## src/rtl/bsrd_pkg.sv

```systemverilog
// Shared types and constants for the background-subtracting run detector.
// No dependencies; the other files of the block, bsrd_ram apart, refer to it by scoped names.
package bsrd_pkg;

   localparam int RANGE_W     = 16;
   localparam int INDEX_W     = 10;
   localparam int TOL_W       = 16;
   localparam int MINLEN_W    = 8;
   localparam int RATIO_W     = 8;
   localparam int CSR_DATA_W  = 32;
   localparam int CSR_ADDR_W  = 4;
   localparam int CSR_INDEX_W = 2;

   // register indexes (byte address / 4)
   localparam logic [CSR_INDEX_W-1:0] REG_TOLERANCE  = 2'd0;
   localparam logic [CSR_INDEX_W-1:0] REG_MIN_RUN    = 2'd1;
   localparam logic [CSR_INDEX_W-1:0] REG_RATIO_LOW  = 2'd2;
   localparam logic [CSR_INDEX_W-1:0] REG_RATIO_HIGH = 2'd3;

   localparam logic [TOL_W-1:0]    TOLERANCE_RESET  = 16'd100;
   localparam logic [MINLEN_W-1:0] MIN_RUN_RESET    = 8'd5;
   localparam logic [RATIO_W-1:0]  RATIO_LOW_RESET  = 8'd7;
   localparam logic [RATIO_W-1:0]  RATIO_HIGH_RESET = 8'd13;

   localparam logic OP_LEARN   = 1'b0;
   localparam logic OP_PROCESS = 1'b1;

   // ratio bounds are in tenths
   localparam int TENTHS = 10;

   typedef struct packed {
      logic [TOL_W-1:0]    background_tolerance;
      logic [MINLEN_W-1:0] min_run_length;
      logic [RATIO_W-1:0]  ratio_low_tenths;
      logic [RATIO_W-1:0]  ratio_high_tenths;
   } cfg_type;

   // one request as it reaches the run tracker
   typedef struct packed {
      logic               proc;
      logic               last;
      logic [RANGE_W-1:0] kept;
   } item_type;

endpackage

```

## src/rtl/bsrd_run.sv

```systemverilog
// Run tracker: run length, run sum and the ratio test by cross-multiplication.
// Uses bsrd_pkg for the config and request structs.
module bsrd_run #(
   parameter int SCAN_LEN = 1024
) (
   input  logic               clock,
   input  logic               reset,
   input  logic               step,
   input  bsrd_pkg::item_type item,
   input  bsrd_pkg::cfg_type  cfg,
   output logic               emit
);

   localparam int RL_W  = $clog2(SCAN_LEN + 1);
   localparam int X10_W = $clog2(bsrd_pkg::TENTHS * SCAN_LEN + 1);
   localparam int SUM_W = bsrd_pkg::RANGE_W + RL_W;
   localparam int LEN_W = (RL_W > bsrd_pkg::MINLEN_W) ? RL_W : bsrd_pkg::MINLEN_W;
   localparam int LHS_W = bsrd_pkg::RANGE_W + X10_W;
   localparam int RHS_W = bsrd_pkg::RATIO_W + SUM_W;
   localparam int CMP_W = (LHS_W > RHS_W) ? LHS_W : RHS_W;

   logic [RL_W-1:0]  run_len_ff, run_len_in;
   logic [SUM_W-1:0] run_sum_ff, run_sum_in;
   logic [X10_W-1:0] run_x10_ff, run_x10_in;   // run_len * 10, kept alongside

   logic [bsrd_pkg::MINLEN_W-1:0] minlen;
   logic             qualified;
   logic [CMP_W-1:0] lhs, lo_bound, hi_bound;
   logic             ok;

   always_comb begin
      minlen = (cfg.min_run_length == '0) ? bsrd_pkg::MINLEN_W'(1) : cfg.min_run_length;
      qualified = LEN_W'(run_len_ff) >= LEN_W'(minlen);
      lhs      = CMP_W'(item.kept) * CMP_W'(run_x10_ff);
      lo_bound = CMP_W'(cfg.ratio_low_tenths) * CMP_W'(run_sum_ff);
      hi_bound = CMP_W'(cfg.ratio_high_tenths) * CMP_W'(run_sum_ff);
      ok = (item.kept != '0) && (lhs > lo_bound) && (lhs < hi_bound);
      emit = step && item.proc && qualified && !ok;
   end

   always_comb begin
      run_len_in = run_len_ff;
      run_sum_in = run_sum_ff;
      run_x10_in = run_x10_ff;
      if (step) begin
         if (item.proc) begin
            if ((qualified && !ok) || (!qualified && item.kept == '0)) begin
               run_len_in = '0;
               run_sum_in = '0;
               run_x10_in = '0;
            end else begin
               run_len_in = run_len_ff + RL_W'(1);
               run_sum_in = run_sum_ff + SUM_W'(item.kept);
               run_x10_in = run_x10_ff + X10_W'(bsrd_pkg::TENTHS);
            end
         end
         // last of scan clears the run after the sample is handled
         if (item.last) begin
            run_len_in = '0;
            run_sum_in = '0;
            run_x10_in = '0;
         end
      end
   end

   always_ff @(posedge clock) begin
      if (reset) begin
         run_len_ff <= '0;
         run_sum_ff <= '0;
         run_x10_ff <= '0;
      end else begin
         run_len_ff <= run_len_in;
         run_sum_ff <= run_sum_in;
         run_x10_ff <= run_x10_in;
      end
   end

endmodule

```

## config.mk

```make
export PLATFORM = sky130hd
export DESIGN_NAME = bsrd_run
export DESIGN_NICKNAME = d
export VERILOG_FILES = /design/src/rtl/bsrd_pkg.sv /design/src/rtl/bsrd_run.sv
export SDC_FILE = /design/constraint.sdc
export NUM_CORES = 2
export LEC_CHECK = 0
export ABC_AREA = 0
export BUFFER_PORTS_ARGS = -buffer_cell sky130_fd_sc_hd__buf_4
export CORE_MARGIN = 4
export CORE_UTILIZATION = 45
export DETAILED_ROUTE_END_ITERATION = 8
export GPL_ROUTABILITY_DRIVEN = 0
export PLACE_DENSITY_LB_ADDON = 0.3
export SLEW_MARGIN = 20
export SYNTH_ARGS = -nofsm -noshare
export SYNTH_HDL_FRONTEND = slang
export SYNTH_SLANG_ARGS = --single-unit
```

## constraint.sdc

```tcl
create_clock -name clock -period 10.6 [get_ports clock]
set_input_delay 0.53 -clock clock [delete_from_list [all_inputs] [get_ports clock]]
set_output_delay 0.53 -clock clock [all_outputs]
set_load 0.005 [all_outputs]
```

Word level (Yosys, flattened, before mapping):

Index checks and enable logic that the tools add are counted.
W data, S select, Z words.

* flip-flop bits (word level): 52
* input port bits: 61
* output and inout bits: 1
* word-level logic and storage cells: 37

* add/subtract/negate cells: 3
* multiply operators: 3
* $lt $le $gt $ge: 3
* mux-type cells: 10
* reductions and logical operators: 15

Operators by type and width (count)
* $mux W27: 3
* $mul A8 B27 Y35: 2
* $mux W14: 3
* $gt A30 B35 Y1: 1
* $lt A30 B35 Y1: 1
* $mux W11: 3
* $mul A16 B14 Y30: 1
* $add A27 B16 Y27: 1
* $logic_not A16 Y1: 1
* $reduce_bool A16 Y1: 1
* $add A14 B4 Y14 const B: 1
* $add A11 B1 Y11 const B: 1
* $ge A11 B8 Y1: 1
* $logic_not A8 Y1: 1
* $mux W8: 1
* $logic_and A1 B1 Y1: 7
* $logic_not A1 Y1: 2
* $reduce_and A2 Y1: 1
* $reduce_bool A2 Y1: 1
* $logic_or A1 B1 Y1: 1

Logic depth before layout (Yosys ltp):

* depth after elaboration: 10
* mapped depth: 37
* gate-level depth less buffers: 34

Least setup slack after synthesis:

OpenSTA, ideal clock, no wires.

* kind: input -> register
* start: input port item[6] (netlist bit)
* end: register run_x10_ff[3]
* library setup time: 0.062 ns
* data arrival time: 8.005 ns
* required time: 10.538 ns
* path slack: 2.533 ns
* cell stages on the path: 34
* buffers on the path: 2
* cells stage by stage: clkbuf_1 and2_1 fa_1 inv_1 fa_1 inv_1 fa_1 fa_1 fa_1 ha_1 ha_1 a21o_1 a21oi_1 o21ai_0 a41o_1 a41oi_1 o221ai_1 a31oi_1 nor2b_1 o21a_1 o41a_1 xnor2_1 ha_1 nand4_1 nor4_1 nand3_1 o21ai_0 a21boi_0 a221oi_1 or4_4 nor4_4 o21ai_2 buf_6 nor2_2

* cells in the longest elaborated chain, start to end: 10
* elaborated cells on any way between the ends: 14
* those cells by class: 1 x mul; 2 x order compare; 3 x mux; 8 x reduce/logical

RTL lines
* start: declaration: line bsrd_run.sv:9 `input bsrd_pkg::item_type item,`
* $mul A16 B14 Y30: line bsrd_run.sv:34 `lhs = CMP_W'(item.kept) * CMP_W'(run_x10_ff);`
* $gt A30 B35 Y1: line bsrd_run.sv:37 `ok = (item.kept != '0) && (lhs > lo_bound) && (lhs < hi_bound);`
* $logic_and A1 B1 Y1 (2 in series): line bsrd_run.sv:37
* $logic_not A1 Y1: line bsrd_run.sv:47 `if ((qualified && !ok) || (!qualified && item.kept == '0)) begin`
* $logic_and A1 B1 Y1: line bsrd_run.sv:47
* $logic_or A1 B1 Y1 (*): line bsrd_run.sv:47
* $mux W14 (*): line bsrd_run.sv:47
* $mux W14 (*): line bsrd_run.sv:46 `if (item.proc) begin`
* $mux W14 (*): line bsrd_run.sv:58 `if (item.last) begin`
* end signal: assignment: line bsrd_run.sv:74 `run_x10_ff <= run_x10_in;`
* end: declaration: line bsrd_run.sv:24 `logic [X10_W-1:0] run_x10_ff, run_x10_in;`

Every way passes the cells marked *; elsewhere a longest branch is shown, timed or not. The select of a mux whose other input is x is not followed.
A chain may end at the register's enable or synchronous reset.

Final worst setup path:

* start: register run_x10_ff[2]
* end: output port emit

* cells in the longest elaborated chain, start to end: 6
* elaborated cells on any way between the ends: 7
* those cells by class: 1 x mul; 2 x order compare; 4 x reduce/logical

RTL lines
* $mul A16 B14 Y30 (*): line bsrd_run.sv:34
* $gt A30 B35 Y1: line bsrd_run.sv:37
* $logic_and A1 B1 Y1: line bsrd_run.sv:37
* $logic_and A1 B1 Y1 (*): line bsrd_run.sv:37
* $logic_not A1 Y1 (*): line bsrd_run.sv:38 `emit = step && item.proc && qualified && !ok;`
* $logic_and A1 B1 Y1 (*): line bsrd_run.sv:38
* end: declaration: line bsrd_run.sv:11 `output logic emit`

Every way passes the cells marked *; elsewhere a longest branch is shown, timed or not.

==> flow_summary.json <==
{
  "cts.path.max_buffers": 2,
  "r2r-end": "run_sum_ff[12]$_SDFFE_PP0P_",
  "dr.first_iter.drc_count": 1037,
  "ys_warn_count": 0,
  "r2r-start": "run_x10_ff[2]$_SDFFE_PP0P_",
  "finalSetupViolations": 0,
  "worstPathMaxFanout": 19,
  "required_ps": 10070,
  "p_int_uw": 562,
  "critPathCaptureType": "output pin",
  "ys_ff_latch": 51,
  "fin_ws_ps": 1030,
  "vias_per_cell": 5.46,
  "power_density_mw_per_mm2": 41.5,
  "slowest_stage": "or4_4",
  "die_w_um": 241,
  "combPwrFrac_pct": 61.0,
  "period_needed_ps": 9570,
  "cap_violations": 0,
  "min_to": "run_sum_ff[15]$_SDFFE_PP0P_",
  "start_kind": "flop",
  "drive_gt1_share_pct": 3.71,
  "synth.top_cell.area_share_pct": 37.3,
  "cts_made_buffers": 5,
  "dieArea_sq_mm": 0.0580,
  "grt_overflow": 0,
  "cp_common_cell": "fa_1",
  "vias": 19258,
  "finalCritPeriodShare_pct": 90.3,
  "postCtsSetupRepairBufs": 0,
  "worstSetupPathType": "flop to output pin",
  "clockPowerShare_pct": 18.3,
  "p_sw_uw": 493,
  "dieHeight_um": 241,
  "cts_tree": "yes",
  "min_from": "run_sum_ff[15]$_SDFFE_PP0P_",
  "synth_top_family_by_area": "adder cells",
  "cts_resized": 0,
  "cts.sinks": 51,
  "post_synth.cell_area_avg_sq_um": 8.43,
  "synth.area.top_cells": "fa_1, ha_1, and2_1",
  "layout.nets": 3642,
  "coreArea_sq_mm": 0.0537,
  "synthAdderAreaFrac_pct": 52.3,
  "synth_compound_area_share_pct": 9.57,
  "final_common_cell": "nand2_1",
  "insertion_delay_ps": 310,
  "h-tree-depth": 2,
  "synth-simple-area-share_pct": 20.4,
  "start_util_pct": 45.4,
  "fmax_ghz": 0.104,
  "num_antenna_cells": 0,
  "wire_per_inst_um": 16.8,
  "port_buffers": 45,
  "whs_ps": 480,
  "async_reset_ff_share_pct": 0,
  "swShare_pct": 46.7,
  "grt_start_max_net_pins": 29,
  "ys_dominant_reg_cell": "dfxtp_1",
  "r2r_slack_ps": 1260,
  "slowest_delay_ps": 630,
  "ys_seq_area_share_pct": 4.19,
  "tightestPinTransition_ps": 981,
  "synthToLayoutAreaGrowth_pct": 4.09,
  "postLayoutCoreUtil_pct": 47.3,
  "synthMuxAreaShare_pct": 0.0462,
  "cts_hold_buf": 0,
  "report.final.slew_viol_count": 0,
  "synth_edf_count": 0,
  "path_clk_slew_ps": 80,
  "grt_pass1_wl_um": 103000,
  "synth-xor-area-share_pct": 4.20,
  "final_antenna_net_count": 0,
  "relSlewSlack_pct": 34.5,
  "pwr-share-seq_pct": 20.6,
  "syn_area_sq_mm": 0.0244,
  "rsz0062_at_grt": "no",
  "min_path_type": "flop to flop",
  "drc": 0,
  "gr-usage-all-layers_pct": 21.4,
  "synth_top_cell_by_area": "fa_1",
  "drt_pass1_iterations": 5,
  "ioPinCount": 62,
  "leakage_nw": 12.3,
  "root_buffer": "clkbuf_16",
  "syn_inst": 2894,
  "skew_ps": 10.5,
  "ir_drop_mv": 0.0767,
  "setup_tns_ps": 0,
  "reg2regPathDepth": 35,
  "grt_pass1_vias": 20793,
  "wl_um": 59300,
  "place_ws_ps": 1210,
  "fp-row-count": 85,
  "status": "finished clean",
  "layout_common_cells": "nand2_1, inv_1, fa_1, ha_1, and2_1",
  "dp_hpwl_um": 47400,
  "hold_viol_final": 0,
  "antenna_found_initial": 0,
  "whs_path_depth": 2,
  "cp_data_arrival_time_ps": 9040,
  "synth_cell_types": 72
}
-- worst max-delay path, delay by kind of cell, from the launching register on --
kind,cells,cell delay [ps]
buf+inv,5,380
flops,1,530
simple gates,7,1390
xor+xnor,1,390
fa+ha+maj,8,3400
compound gates,13,2640
-- registers in the layout, summed over array words and instances (netlist names) --
name,count
run_len_ff,11
run_sum_ff,27
run_x10_ff,13
-- cell families after synthesis --
family	Yosys count
buffers and inverters	593
adders and majority gates	748
xor gates and xnor gates	117
other	1
muxes	1
AOI/OAI and AO/OA	360
and+or+nand+nor	1023
DFF	51
-- power groups by stage --
stage               clock, mW  combinational (mW)  sequential, mW
global placement            0               0.623           0.221
finish                  0.194               0.644           0.217
CTS                     0.198               0.646           0.217
global route            0.205               0.736           0.219
floorplan                   0               0.479           0.205
detailed placement          0               0.642           0.222
-- Yosys cell counts (all sizes together), types with 6 or more instances --
cell type and instances:
xnor2 61, a21oi 100, nand3 33, nor3 24, and3 14, dfxtp 51
nand2b 16, a31oi 7, o21bai 12, a21boi 8, inv 458, nand4 23
xor2 56, buf 7, o21a 17, o211ai 8, nand2 467, a211o 9
or3 7, a21o 40, nor4 11, and2 285, nor2b 17, ha 294
nor2 109, o2111ai 6, clkbuf 128, o21ai 89, a211oi 16, fa 454
-- how the worst max path moves through the flow --
stage | start | endpoint | slack, ps | cells after the start
6_report | run_x10_ff[2]$_SDFFE_PP0P_ | emit | 1030 | 34
5_1_grt | run_x10_ff[2]$_SDFFE_PP0P_ | emit | 650 | 34
4_1_cts | run_x10_ff[4]$_SDFFE_PP0P_ | emit | 1090 | 32
3_5_place_dp | item[7] | run_sum_ff[12]$_SDFFE_PP0P_ | 1210 | 36
3_3_place_gp | item[7] | run_sum_ff[12]$_SDFFE_PP0P_ | 1340 | 36
2_1_floorplan | item[6] | run_x10_ff[3]$_SDFFE_PP0P_ | 2530 | 34
-- metrics by stage --
stage          total power [mW]  cell area, sq um  cells
3_3_place_gp              0.844             25200   3522
6_report                   1.05             25400   3530
3_5_place_dp              0.863             25200   3522
2_1_floorplan             0.684             24400   2898
4_1_cts                    1.06             25400   3530
5_1_grt                    1.16             25400   3530
-- layout make-up --
cell class | instances | area (sq um)
clock buffers | 6 | 129
repair buffers | 63 | 473
inverters | 458 | 1720
clock inverters | 2 | 38.8
well taps | 696 | 871
flip-flops and latches | 51 | 1020
fillers | 5109 | 28300
multi-input cells | 2254 | 21100
-- per-layer routing --
layer / wire, um / share of wire (%) / global-route usage (%) / vias up
met5: 0 / 0 / 0 / -
met4: 1470 / 2.5 / 4.75 / 0
met3: 2390 / 4.0 / 1.84 / 86
met2: 29600 / 50 / 38.0 / 439
met1: 25800 / 44 / 28.7 / 9761
li1: - / - / - / 8972
Power figures use the tool's default switching activity.
