### src/rtl/bsrd_pkg.sv
// Shared types and constants for the background-subtracting run detector.
// No dependencies; the other files of the block, bsrd_ram apart, refer to it by scoped names.
package bsrd_pkg;

   localparam int RANGE_W     = 16;
   localparam int INDEX_W     = 10;
   localparam int TOL_W       = 16;
   localparam int MINLEN_W    = 8;
   localparam int RATIO_W     = 8;
   localparam int CSR_DATA_W  = 32;
   localparam int CSR_ADDR_W  = 4;
   localparam int CSR_INDEX_W = 2;

   // register indexes (byte address / 4)
   localparam logic [CSR_INDEX_W-1:0] REG_TOLERANCE  = 2'd0;
   localparam logic [CSR_INDEX_W-1:0] REG_MIN_RUN    = 2'd1;
   localparam logic [CSR_INDEX_W-1:0] REG_RATIO_LOW  = 2'd2;
   localparam logic [CSR_INDEX_W-1:0] REG_RATIO_HIGH = 2'd3;

   localparam logic [TOL_W-1:0]    TOLERANCE_RESET  = 16'd100;
   localparam logic [MINLEN_W-1:0] MIN_RUN_RESET    = 8'd5;
   localparam logic [RATIO_W-1:0]  RATIO_LOW_RESET  = 8'd7;
   localparam logic [RATIO_W-1:0]  RATIO_HIGH_RESET = 8'd13;

   localparam logic OP_LEARN   = 1'b0;
   localparam logic OP_PROCESS = 1'b1;

   // ratio bounds are in tenths
   localparam int TENTHS = 10;

   typedef struct packed {
      logic [TOL_W-1:0]    background_tolerance;
      logic [MINLEN_W-1:0] min_run_length;
      logic [RATIO_W-1:0]  ratio_low_tenths;
      logic [RATIO_W-1:0]  ratio_high_tenths;
   } cfg_type;

   // one request as it reaches the run tracker
   typedef struct packed {
      logic               proc;
      logic               last;
      logic [RANGE_W-1:0] kept;
   } item_type;

endpackage

### src/rtl/bsrd_csr.sv
// Configuration registers behind the APB-style port.
// Uses bsrd_pkg for register indexes, reset values and the config struct.
module bsrd_csr (
   input  logic                           clock,
   input  logic                           reset,
   input  logic                           csr_psel,
   input  logic                           csr_penable,
   input  logic                           csr_pwrite,
   input  logic [bsrd_pkg::CSR_ADDR_W-1:0] csr_paddr,
   input  logic [bsrd_pkg::CSR_DATA_W-1:0] csr_pwdata,
   output logic [bsrd_pkg::CSR_DATA_W-1:0] csr_prdata,
   output bsrd_pkg::cfg_type              cfg
);

   bsrd_pkg::cfg_type cfg_ff, cfg_in;
   logic [bsrd_pkg::CSR_INDEX_W-1:0] index;
   logic wr;

   assign index = csr_paddr[bsrd_pkg::CSR_ADDR_W-1:2];
   assign wr    = csr_psel && csr_penable && csr_pwrite;

   always_comb begin
      cfg_in = cfg_ff;
      if (wr) begin
         case (index)
            bsrd_pkg::REG_TOLERANCE:
               cfg_in.background_tolerance = csr_pwdata[bsrd_pkg::TOL_W-1:0];
            bsrd_pkg::REG_MIN_RUN:
               cfg_in.min_run_length = csr_pwdata[bsrd_pkg::MINLEN_W-1:0];
            bsrd_pkg::REG_RATIO_LOW:
               cfg_in.ratio_low_tenths = csr_pwdata[bsrd_pkg::RATIO_W-1:0];
            bsrd_pkg::REG_RATIO_HIGH:
               cfg_in.ratio_high_tenths = csr_pwdata[bsrd_pkg::RATIO_W-1:0];
            default: ;
         endcase
      end
   end

   always_ff @(posedge clock) begin
      if (reset) begin
         cfg_ff.background_tolerance <= bsrd_pkg::TOLERANCE_RESET;
         cfg_ff.min_run_length       <= bsrd_pkg::MIN_RUN_RESET;
         cfg_ff.ratio_low_tenths     <= bsrd_pkg::RATIO_LOW_RESET;
         cfg_ff.ratio_high_tenths    <= bsrd_pkg::RATIO_HIGH_RESET;
      end else begin
         cfg_ff <= cfg_in;
      end
   end

   always_comb begin
      case (index)
         bsrd_pkg::REG_TOLERANCE:
            csr_prdata = bsrd_pkg::CSR_DATA_W'(cfg_ff.background_tolerance);
         bsrd_pkg::REG_MIN_RUN:
            csr_prdata = bsrd_pkg::CSR_DATA_W'(cfg_ff.min_run_length);
         bsrd_pkg::REG_RATIO_LOW:
            csr_prdata = bsrd_pkg::CSR_DATA_W'(cfg_ff.ratio_low_tenths);
         bsrd_pkg::REG_RATIO_HIGH:
            csr_prdata = bsrd_pkg::CSR_DATA_W'(cfg_ff.ratio_high_tenths);
         default:
            csr_prdata = '0;
      endcase
   end

   assign cfg = cfg_ff;

endmodule

### config.mk
export PLATFORM = sky130hd
export DESIGN_NAME = bsrd_csr
export DESIGN_NICKNAME = d
export VERILOG_FILES = /design/src/rtl/bsrd_pkg.sv /design/src/rtl/bsrd_csr.sv
export SDC_FILE = /design/constraint.sdc
export NUM_CORES = 1
export LEC_CHECK = 0
export BUFFER_PORTS_ARGS = -buffer_cell sky130_fd_sc_hd__buf_4
export CAP_MARGIN = 0
export CORE_MARGIN = 5
export CORE_UTILIZATION = 46
export CTS_BUF_LIST = sky130_fd_sc_hd__clkbuf_2
export CTS_CLUSTER_SIZE = 14
export DETAILED_ROUTE_END_ITERATION = 10
export GPL_ROUTABILITY_DRIVEN = 0
export GPL_TIMING_DRIVEN = 1
export PLACE_DENSITY = 0.93
export SLEW_MARGIN = 20
export SYNTH_ARGS = -nofsm -noshare
export SYNTH_HDL_FRONTEND = slang
export SYNTH_SLANG_ARGS = --single-unit
### constraint.sdc
create_clock -name clock -period 1.18 [get_ports clock]
set_input_delay 0 -clock clock [delete_from_list [all_inputs] [get_ports clock]]
set_output_delay 0 -clock clock [all_outputs]
set_load 0.01 [all_outputs]
# ---- Word level (Yosys, flattened, before mapping)
# Index checks and enable logic that the tools add are counted.
dict set report totals {
  ff_bits 40
  input_bits 41
}
dict set report classes {
  eq_ne 3
  mux 1
  reduce_logical 7
}
# op count
set ops {}
lappend ops {{$pmux 32 s4} 1}
lappend ops {{$reduce_and 2->1} 4}
lappend ops {{$eq 2x2->1 const B} 2}
lappend ops {{$eq 2x1->1 const B} 1}
lappend ops {{$logic_and 1x1->1} 2}
lappend ops {{$logic_not 2->1} 1}

# ---- Depth between registers and ports, before layout
# Gate-level depths: netlist (run 1).
dict set report logic_depth {
  ltp_word 3
  mapped_depth 6
}

# ---- Worst setup path after synthesis (run 1)
# OpenSTA, ideal clock, no wires.
dict set report synth_path {
  path_type {register to output}
  startpoint {register cfg_ff, in the netlist cfg[17]}
  endpoint {output csr_prdata[1] (netlist bit)}
  arrival_ps 883
  t_required_ps 1180
  path_slack_ps 297
  stages_incl_launch_ff 2
  n_path_buf 0
  path_cell_list {dfxtp_1 mux4_1}
}
dict set report synth_between {
  elab_chain_cells 1
}
# element line_no
set synth_lines {}
lappend synth_lines {{start: declaration} bsrd_csr.sv:15} ;# bsrd_pkg::cfg_type cfg_ff, cfg_in;
lappend synth_lines {{start signal: assignment} bsrd_csr.sv:46} ;# cfg_ff <= cfg_in;
lappend synth_lines {{$pmux 32 s4} bsrd_csr.sv:51} ;# case (index)
lappend synth_lines {{end: declaration} bsrd_csr.sv:11} ;# output logic [bsrd_pkg::CSR_DATA_W-1:0] csr_prdata,
# Every way passes these cells. The select of a mux whose other input is x is not followed.

# ---- Worst setup path after layout (run 1)
dict set report layout_path {
  startpoint {register cfg_ff, in the netlist cfg[4]}
  endpoint {output csr_prdata[4] (netlist bit)}
}
# The elaborated chain is that of the path after synthesis.

==> results of run 1 <==
[layer usage]
metal  routed length, um  part of all wire  vias up
li1                    -                 -      886
met2                2980              0.51       88
met4                  87             0.015        0
met5                   0                 0        -
met3                 516             0.089        8
met1                2210              0.38      848
[critical path: cells and delay by family, from the launching register on]
family	cells	cell delay (ns)
mux	1	0.50
flops	1	0.37
buf+inv	1	0.14
[through the flow]
step	worst slack, ns	hold WS [ns]	util	instances
floorplan	0.297	0.148	-	212
global placement	0.145	0.261	0.597	317
detailed placement	0.122	0.267	0.597	317
CTS	-0.229	0.0144	0.698	364
global route	-0.295	0.0338	0.702	366
finish	-0.241	0.0337	0.702	366
[layout by cell type (no fill, tap or decap), drive strengths merged]
cell type / count
and2: 8
nor2: 14
nor3: 1
nand3: 11
clkinv: 2
a211o: 2
nand2: 1
o31ai: 9
bufinv: 1
nand2b: 26
nand3b: 2
a21oi: 9
and3: 3
dfxtp: 40
mux2i: 29
buf: 110
conb: 16
clkbuf: 5
nor3b: 1
mux4: 8
dlygate4sd3: 16
[kinds of logic after synthesis]
family / after synthesis / share of synthesized area
buffers and inverters: 32 / 0.120
multiplexers: 37 / 0.233
flip-flops: 40 / 0.381
AO/OA/AOI/OAI: 20 / 0.0620
other: 1 / 0.00179
AND/OR/NAND/NOR: 67 / 0.201
[timing repair]
| item | in CTS | in global routing |
|---|---|---|
| pin swaps | 0 | 0 |
| hold buffers | 16 | 0 |
| resized for setup | 40 | 4 |
| setup buffers | 23 | 2 |
| hold endpoints to repair | 40 | 0 |
| setup endpoints to repair | 8 | 8 |
[worst max path at each step]
stage / startpoint / end / slack [ns] / cells past startpoint
after floorplan: cfg[17] / csr_prdata[1] / 0.30 / 1
after global placement: csr_pwrite / cfg[18] / 0.15 / 5
after detailed placement: csr_pwrite / cfg[18] / 0.12 / 5
after CTS: cfg[4] / csr_prdata[4] / -0.23 / 2
after global routing: cfg[4] / csr_prdata[4] / -0.29 / 2
final: cfg[4] / csr_prdata[4] / -0.24 / 2
[final cells by class]
type,instances,area [um2],share of cell area
flip-flops and latches,40,840,0.273
clock inverters,3,37.5,0.0122
clock buffers,5,25.0,0.00813
well taps,52,65.1,0.0211
repair buffers,126,1030,0.334
multi-input cells,140,1080,0.352
[power groups by stage]
stage | registers, mW | clock network (mW) | logic (mW)
floorplan | 1.42 | 0 | 0.249
global placement | 1.41 | 0 | 0.336
detailed placement | 1.41 | 0 | 0.343
CTS | 1.38 | 0.817 | 0.418
global route | 1.39 | 0.877 | 0.453
finish | 1.38 | 0.805 | 0.421
==> key figures, run 1 <==
Run status
  • Status: finished, violations left
  • Failing checks: setup timing

Power and ir drop
  • Logic gate share of total power: 0.161
  • PD cells: 847 nW/um2
  • Power Internal: 1.94 mW
  • Psw: 0.673 mW
  • Clk network pwr share: 0.308
  • Seq pwr share: 0.530
  • Max rail drop VDD: 0.838 mV
  • LEAKAGE: 1.48 nW
  • Total power: 2.61 mW
  • Switch share: 0.258

Worst setup path
  • RR Endpoint: cfg[29]
  • R2r setup slk: 0.36 ns
  • Arrival time at the worst endpoint: 1.42 ns
  • Largest stage delay, worst path: 0.50 ns
  • Crit end category: output pin
  • CP Class: register to output pin
  • WP data required: 1.18 ns
  • CP max FO: 2
  • Critical path startpoint category: register
  • CP max stage cell: mux4_2
  • Crit path cell chain: mux4_2 > buf_6
  • R2R cell count: 2
  • R2r startpoint: cfg[29]

Final layout
  • Final net count: 354
  • Final Cell Area: 3080 um2
  • Max FFs per register: 40
  • Area growth, synth to finish: 46.7%
  • Fill cells: 346
  • Share of cells above drive strength 1: 0.513
  • ANT cells: 0

Global routing
  • M1 GR Usage: 0.214
  • Wire length of the first global-routing pass: 9390 um
  • Met2 Resource Use GR: 0.348
  • Antenna violations before repair: 0
  • Vias in the first global route: 1914
  • Maximum number of pins on one net before global-route repair: 51
  • Congestion Overflow GR: 0
  • GR peak layer: met2
  • GRT Overall Usage: 0.193
  • Met3 Usage GRT: 0.0637

Floorplanning
  • Die Wd: 77.6 um
  • Core ar.: 4380 um2
  • Row cnt: 24
  • Starting density of the core: 0.479
  • DIE HEIGHT: 77.6 um
  • Ports: 113
  • Die area: 6020 um2

Timing
  • Setup tns final: -1.65 ns
  • Final Setup Violations: 8
  • Hold Fails Final Rpt: 0
  • Worst Setup Slack, final: -0.241 ns
  • Final Max Slew Viols: 0
  • Max frequency: 704 MHz
  • RSZ-0062 raised after global routing: yes
  • Clock skew: 0 ns
  • Tcrit/Tclk final: 1.20
  • Final min period: 1.42 ns

Route
  • Post-route ant nets: 0
  • 1st-pass router iterations: 4
  • WL per Instance: 15.8 um
  • Vias: 1830
  • Violation count after the first detailed-routing iteration: 31
  • Avg Vias per Cell: 5.00
  • DRT Wirelength: 5790 um
  • DRC Markers: 0

Yosys
  • Synth warn: 0
  • FFs w/ async S/R, synth: 0
  • Top cells by area, synth: dfxtp_1, mux2i_1, nand2b_1
  • Cell taking the most area after synthesis: dfxtp_1
  • Sequential area share after synthesis: 0.381
  • Most common cell in the synthesized netlist: dfxtp_1
  • Netlist cell types: 25
  • Synth top area share: 0.381
  • Gate Count Post-Synth: 197
  • Post-synth EDFFs: 0
  • Mean post-synth cell area: 10.7 um2
  • Synth cell count leaders: dfxtp_1, mux2i_1, nand2b_1, buf_4, nor2_1
  • Seq cells post-synth: 40
  • Mapped Area: 2100 um2
  • Synth Flop Type: dfxtp_1

Worst hold path
  • Min-delay src: reset
  • Worst hold endpoint: cfg[32]
  • Worst Hold Class: input port to register
  • Worst Hold Depth: 2

Place
  • Cell Area, Placed: 2620 um2
  • Port Buffers: 78
  • Post-DP HPWL: 3720 um

CTS
  • Clk slew on worst S/H paths: 0.21 ns
  • Htree depth: 2
  • Root Buffer: clkbuf_2
  • Clock sinks: 40
  • CTS Buf Count: 5
  • Worst skew pair latency: 0.40 ns
  • CTS max path bufs: 2
  • CTS tree: done

Flow run
  • Max-cap violations: 0
No activity file was read; power rests on OpenSTA's default activity.
==> run 2: changes to the inputs <==
--- a/config.mk
+++ b/config.mk
@@ -15,6 +15,7 @@
 export GPL_ROUTABILITY_DRIVEN = 0
 export GPL_TIMING_DRIVEN = 1
 export PLACE_DENSITY = 0.93
+export REMOVE_ABC_BUFFERS = 1
 export SLEW_MARGIN = 20
 export SYNTH_ARGS = -nofsm -noshare
 export SYNTH_HDL_FRONTEND = slang
==> constraint.sdc (replaced) <==
create_clock -name clock -period 1.18 [get_ports clock]
set_input_delay 0.059 -clock clock [delete_from_list [all_inputs] [get_ports clock]]
set_output_delay 0.059 -clock clock [all_outputs]
set_load 0.01 [all_outputs]
==> run 2 against run 1 <==
The flow still finishes with violations (setup timing). Critical path depth stayed put. Sequential power hardly changed. Via count is 3.0% higher. Critical path type unchanged.
==> key figures, run 2 (synthesis gave the netlist of run 1 again) <==
Run status
  • Status: finished, violations left
  • Failing checks: setup timing

Power and ir drop
  • PD cells: 768 nW/um2 (-9.3%)
  • Total power: 2.42 mW (-7.2%)
  • LEAKAGE: 1.53 nW (+3.5%)
  • Max rail drop VDD: 0.423 mV (-50%)

Place
  • Dpl ws: 0.0467 ns (-0.0758 ns)
  • Port Buffers: 78 (unchanged)
  • Cell Area, Placed: 2650 um2 (+1.1%)
  • Total placed cells including tap cells: 321 (+1.3%)
  • Post-DP HPWL: 3830 um (+3.1%)

Final layout
  • Final Cell Area: 3150 um2 (+2.3%)
  • Core Util, Final: 0.719 (+0.0163)
  • Share of cells above drive strength 1: 0.545 (+0.0319)
  • Most common cell after layout, fill and taps aside: buf_4
  • Final net count: 365 (+3.1%)
  • Final std cells w/o fill: 377 (+3.0%)
  • Fill cells: 332 (-4.0%)
  • Commonest cells after routing, fill and taps aside: buf_4, dfxtp_2, mux2i_1, nand2b_1
  • ANT cells: 0 (unchanged)
  • Max FFs per register: 40 (unchanged)
  • Area growth, synth to finish: 50.1%

Worst hold path
  • Worst Hold Class: input port to register
  • Min-delay src: csr_paddr[2]

Floorplanning
  • Starting density of the core: 0.479 (unchanged)
  • DIE HEIGHT: 77.6 um (unchanged)
  • Row cnt: 24 (unchanged)
  • Die Wd: 77.6 um (unchanged)
  • Ports: 113 (unchanged)
  • Die area: 6020 um2 (unchanged)
  • Core ar.: 4380 um2 (unchanged)

Route
  • Violation count after the first detailed-routing iteration: 95 (+210%)
  • Vias: 1884 (+3.0%)
  • 1st-pass router iterations: 4 (unchanged)
  • Post-route ant nets: 0 (unchanged)
  • DRC Markers: 0 (unchanged)
  • WL per Instance: 15.6 um (-1.7%)
  • DRT Wirelength: 5860 um (+1.2%)
  • Avg Vias per Cell: 5.00 (about the same)

Global routing
  • Congestion Overflow GR: 0 (unchanged)
  • Maximum number of pins on one net before global-route repair: 51 (unchanged)
  • Wire length of the first global-routing pass: 9600 um (+2.3%)
  • Vias in the first global route: 1896 (-0.94%)
  • GRT Overall Usage: 0.195 (+0.00247)
  • Antenna violations before repair: 0 (unchanged)

Timing
  • Tcrit/Tclk final: 1.24 (+0.0337)
  • Setup tns final: -2.01 ns (-0.359 ns)
  • Clock skew: 0 ns (unchanged)
  • Worst hold slack: 0.0538 ns (+0.0201 ns)
  • RSZ-0062 raised after global routing: yes
  • Final min period: 1.46 ns (+0.0398 ns)
  • Worst Setup Slack, final: -0.281 ns (-0.0398 ns)
  • Final Max Slew Viols: 0 (unchanged)
  • Final Setup Violations: 8 (unchanged)
  • Hold Fails Final Rpt: 0 (unchanged)
  • Max frequency: 685 MHz (-2.7%)

CTS
  • Worst skew pair latency: 0.39 ns (about the same)
  • Root Buffer: clkbuf_2
  • Htree depth: 2 (unchanged)
  • CTS tree: done
  • CTS Buf Count: 5 (unchanged)
  • Clk slew on worst S/H paths: 0.21 ns (about the same)
  • CTS max path bufs: 2 (unchanged)
  • Clock sinks: 40 (unchanged)

Worst setup path
  • Crit path cell chain: mux4_2 > buf_6
  • RR Endpoint: cfg[2]
  • CP max FO: 2 (unchanged)
  • Setup crit end: csr_prdata[7]
  • Arrival time at the worst endpoint: 1.40 ns (-0.02 ns)
  • CP Class: register to output pin
  • Largest stage delay, worst path: 0.49 ns (about the same)
  • Worst path bufs/invs: 1 (unchanged)
  • R2r startpoint: cfg[2]
  • Worst path depth: 2 (unchanged)
  • WP data required: 1.12 ns (-0.06 ns)
  • Crit end category: output pin
  • Critical path startpoint category: register
  • R2r setup slk: 0.33 ns (-0.03 ns)
  • Crit path from: cfg[7]
  • CP max stage cell: mux4_2
  • R2R cell count: 4 (+2)
  • Top cell family by delay on the critical path: multiplexers

Flow run
  • Max-cap violations: 0 (unchanged)
run 2: layout make-up:
type                            count  area [um2]  share of cell area
Timing Repair Buffer              137        1120               0.355
Multi-Input combinational cell    140        1080               0.344
Sequential cell                    40         845               0.268
Clock inverter                      1        3.75             0.00119
Clock buffer                        7        35.0              0.0111
Tap cell                           52        65.1              0.0207
run 2: repair_timing:
action                                  4_1_cts  5_1_grt
endpoints found under the hold margin        39        0
setup buffers                                29        3
resized for setup                            44        6
endpoints found under the setup margin        8       12
hold buffers                                 16        0
run 2: routing by layer:
metal  vias up  wire length [um]  GRT usage
met1       885              2370      0.222
li1        916                 -          -
met2        72              3010      0.355
met4         0                87     0.0515
met3        11               393     0.0556
met5         -                 0          0
run 2: worst min path at each step:
stage / depth (start not counted) / end
4_1_cts: 3 / cfg[17]
6_report: 3 / cfg[17]
3_3_place_gp: 3 / cfg[3]
2_1_floorplan: 1 / cfg[24]
3_5_place_dp: 3 / cfg[38]
5_1_grt: 3 / cfg[17]
run 2: worst register-to-register path, delay by kind of cell (launching register included):
family | cells | cell delay (ns)
multiplexers | 1 | 0.07
AND/OR/NAND/NOR | 1 | 0.09
flip-flops | 1 | 0.36
buffers and inverters | 2 | 0.24
run 2: where the power goes:
| group | switching (mW) | internal [mW] |
|---|---|---|
| registers | 0.0107 | 1.37 |
| clock network | 0.447 | 0.159 |
| logic | 0.204 | 0.229 |
| total | 0.662 | 1.76 |
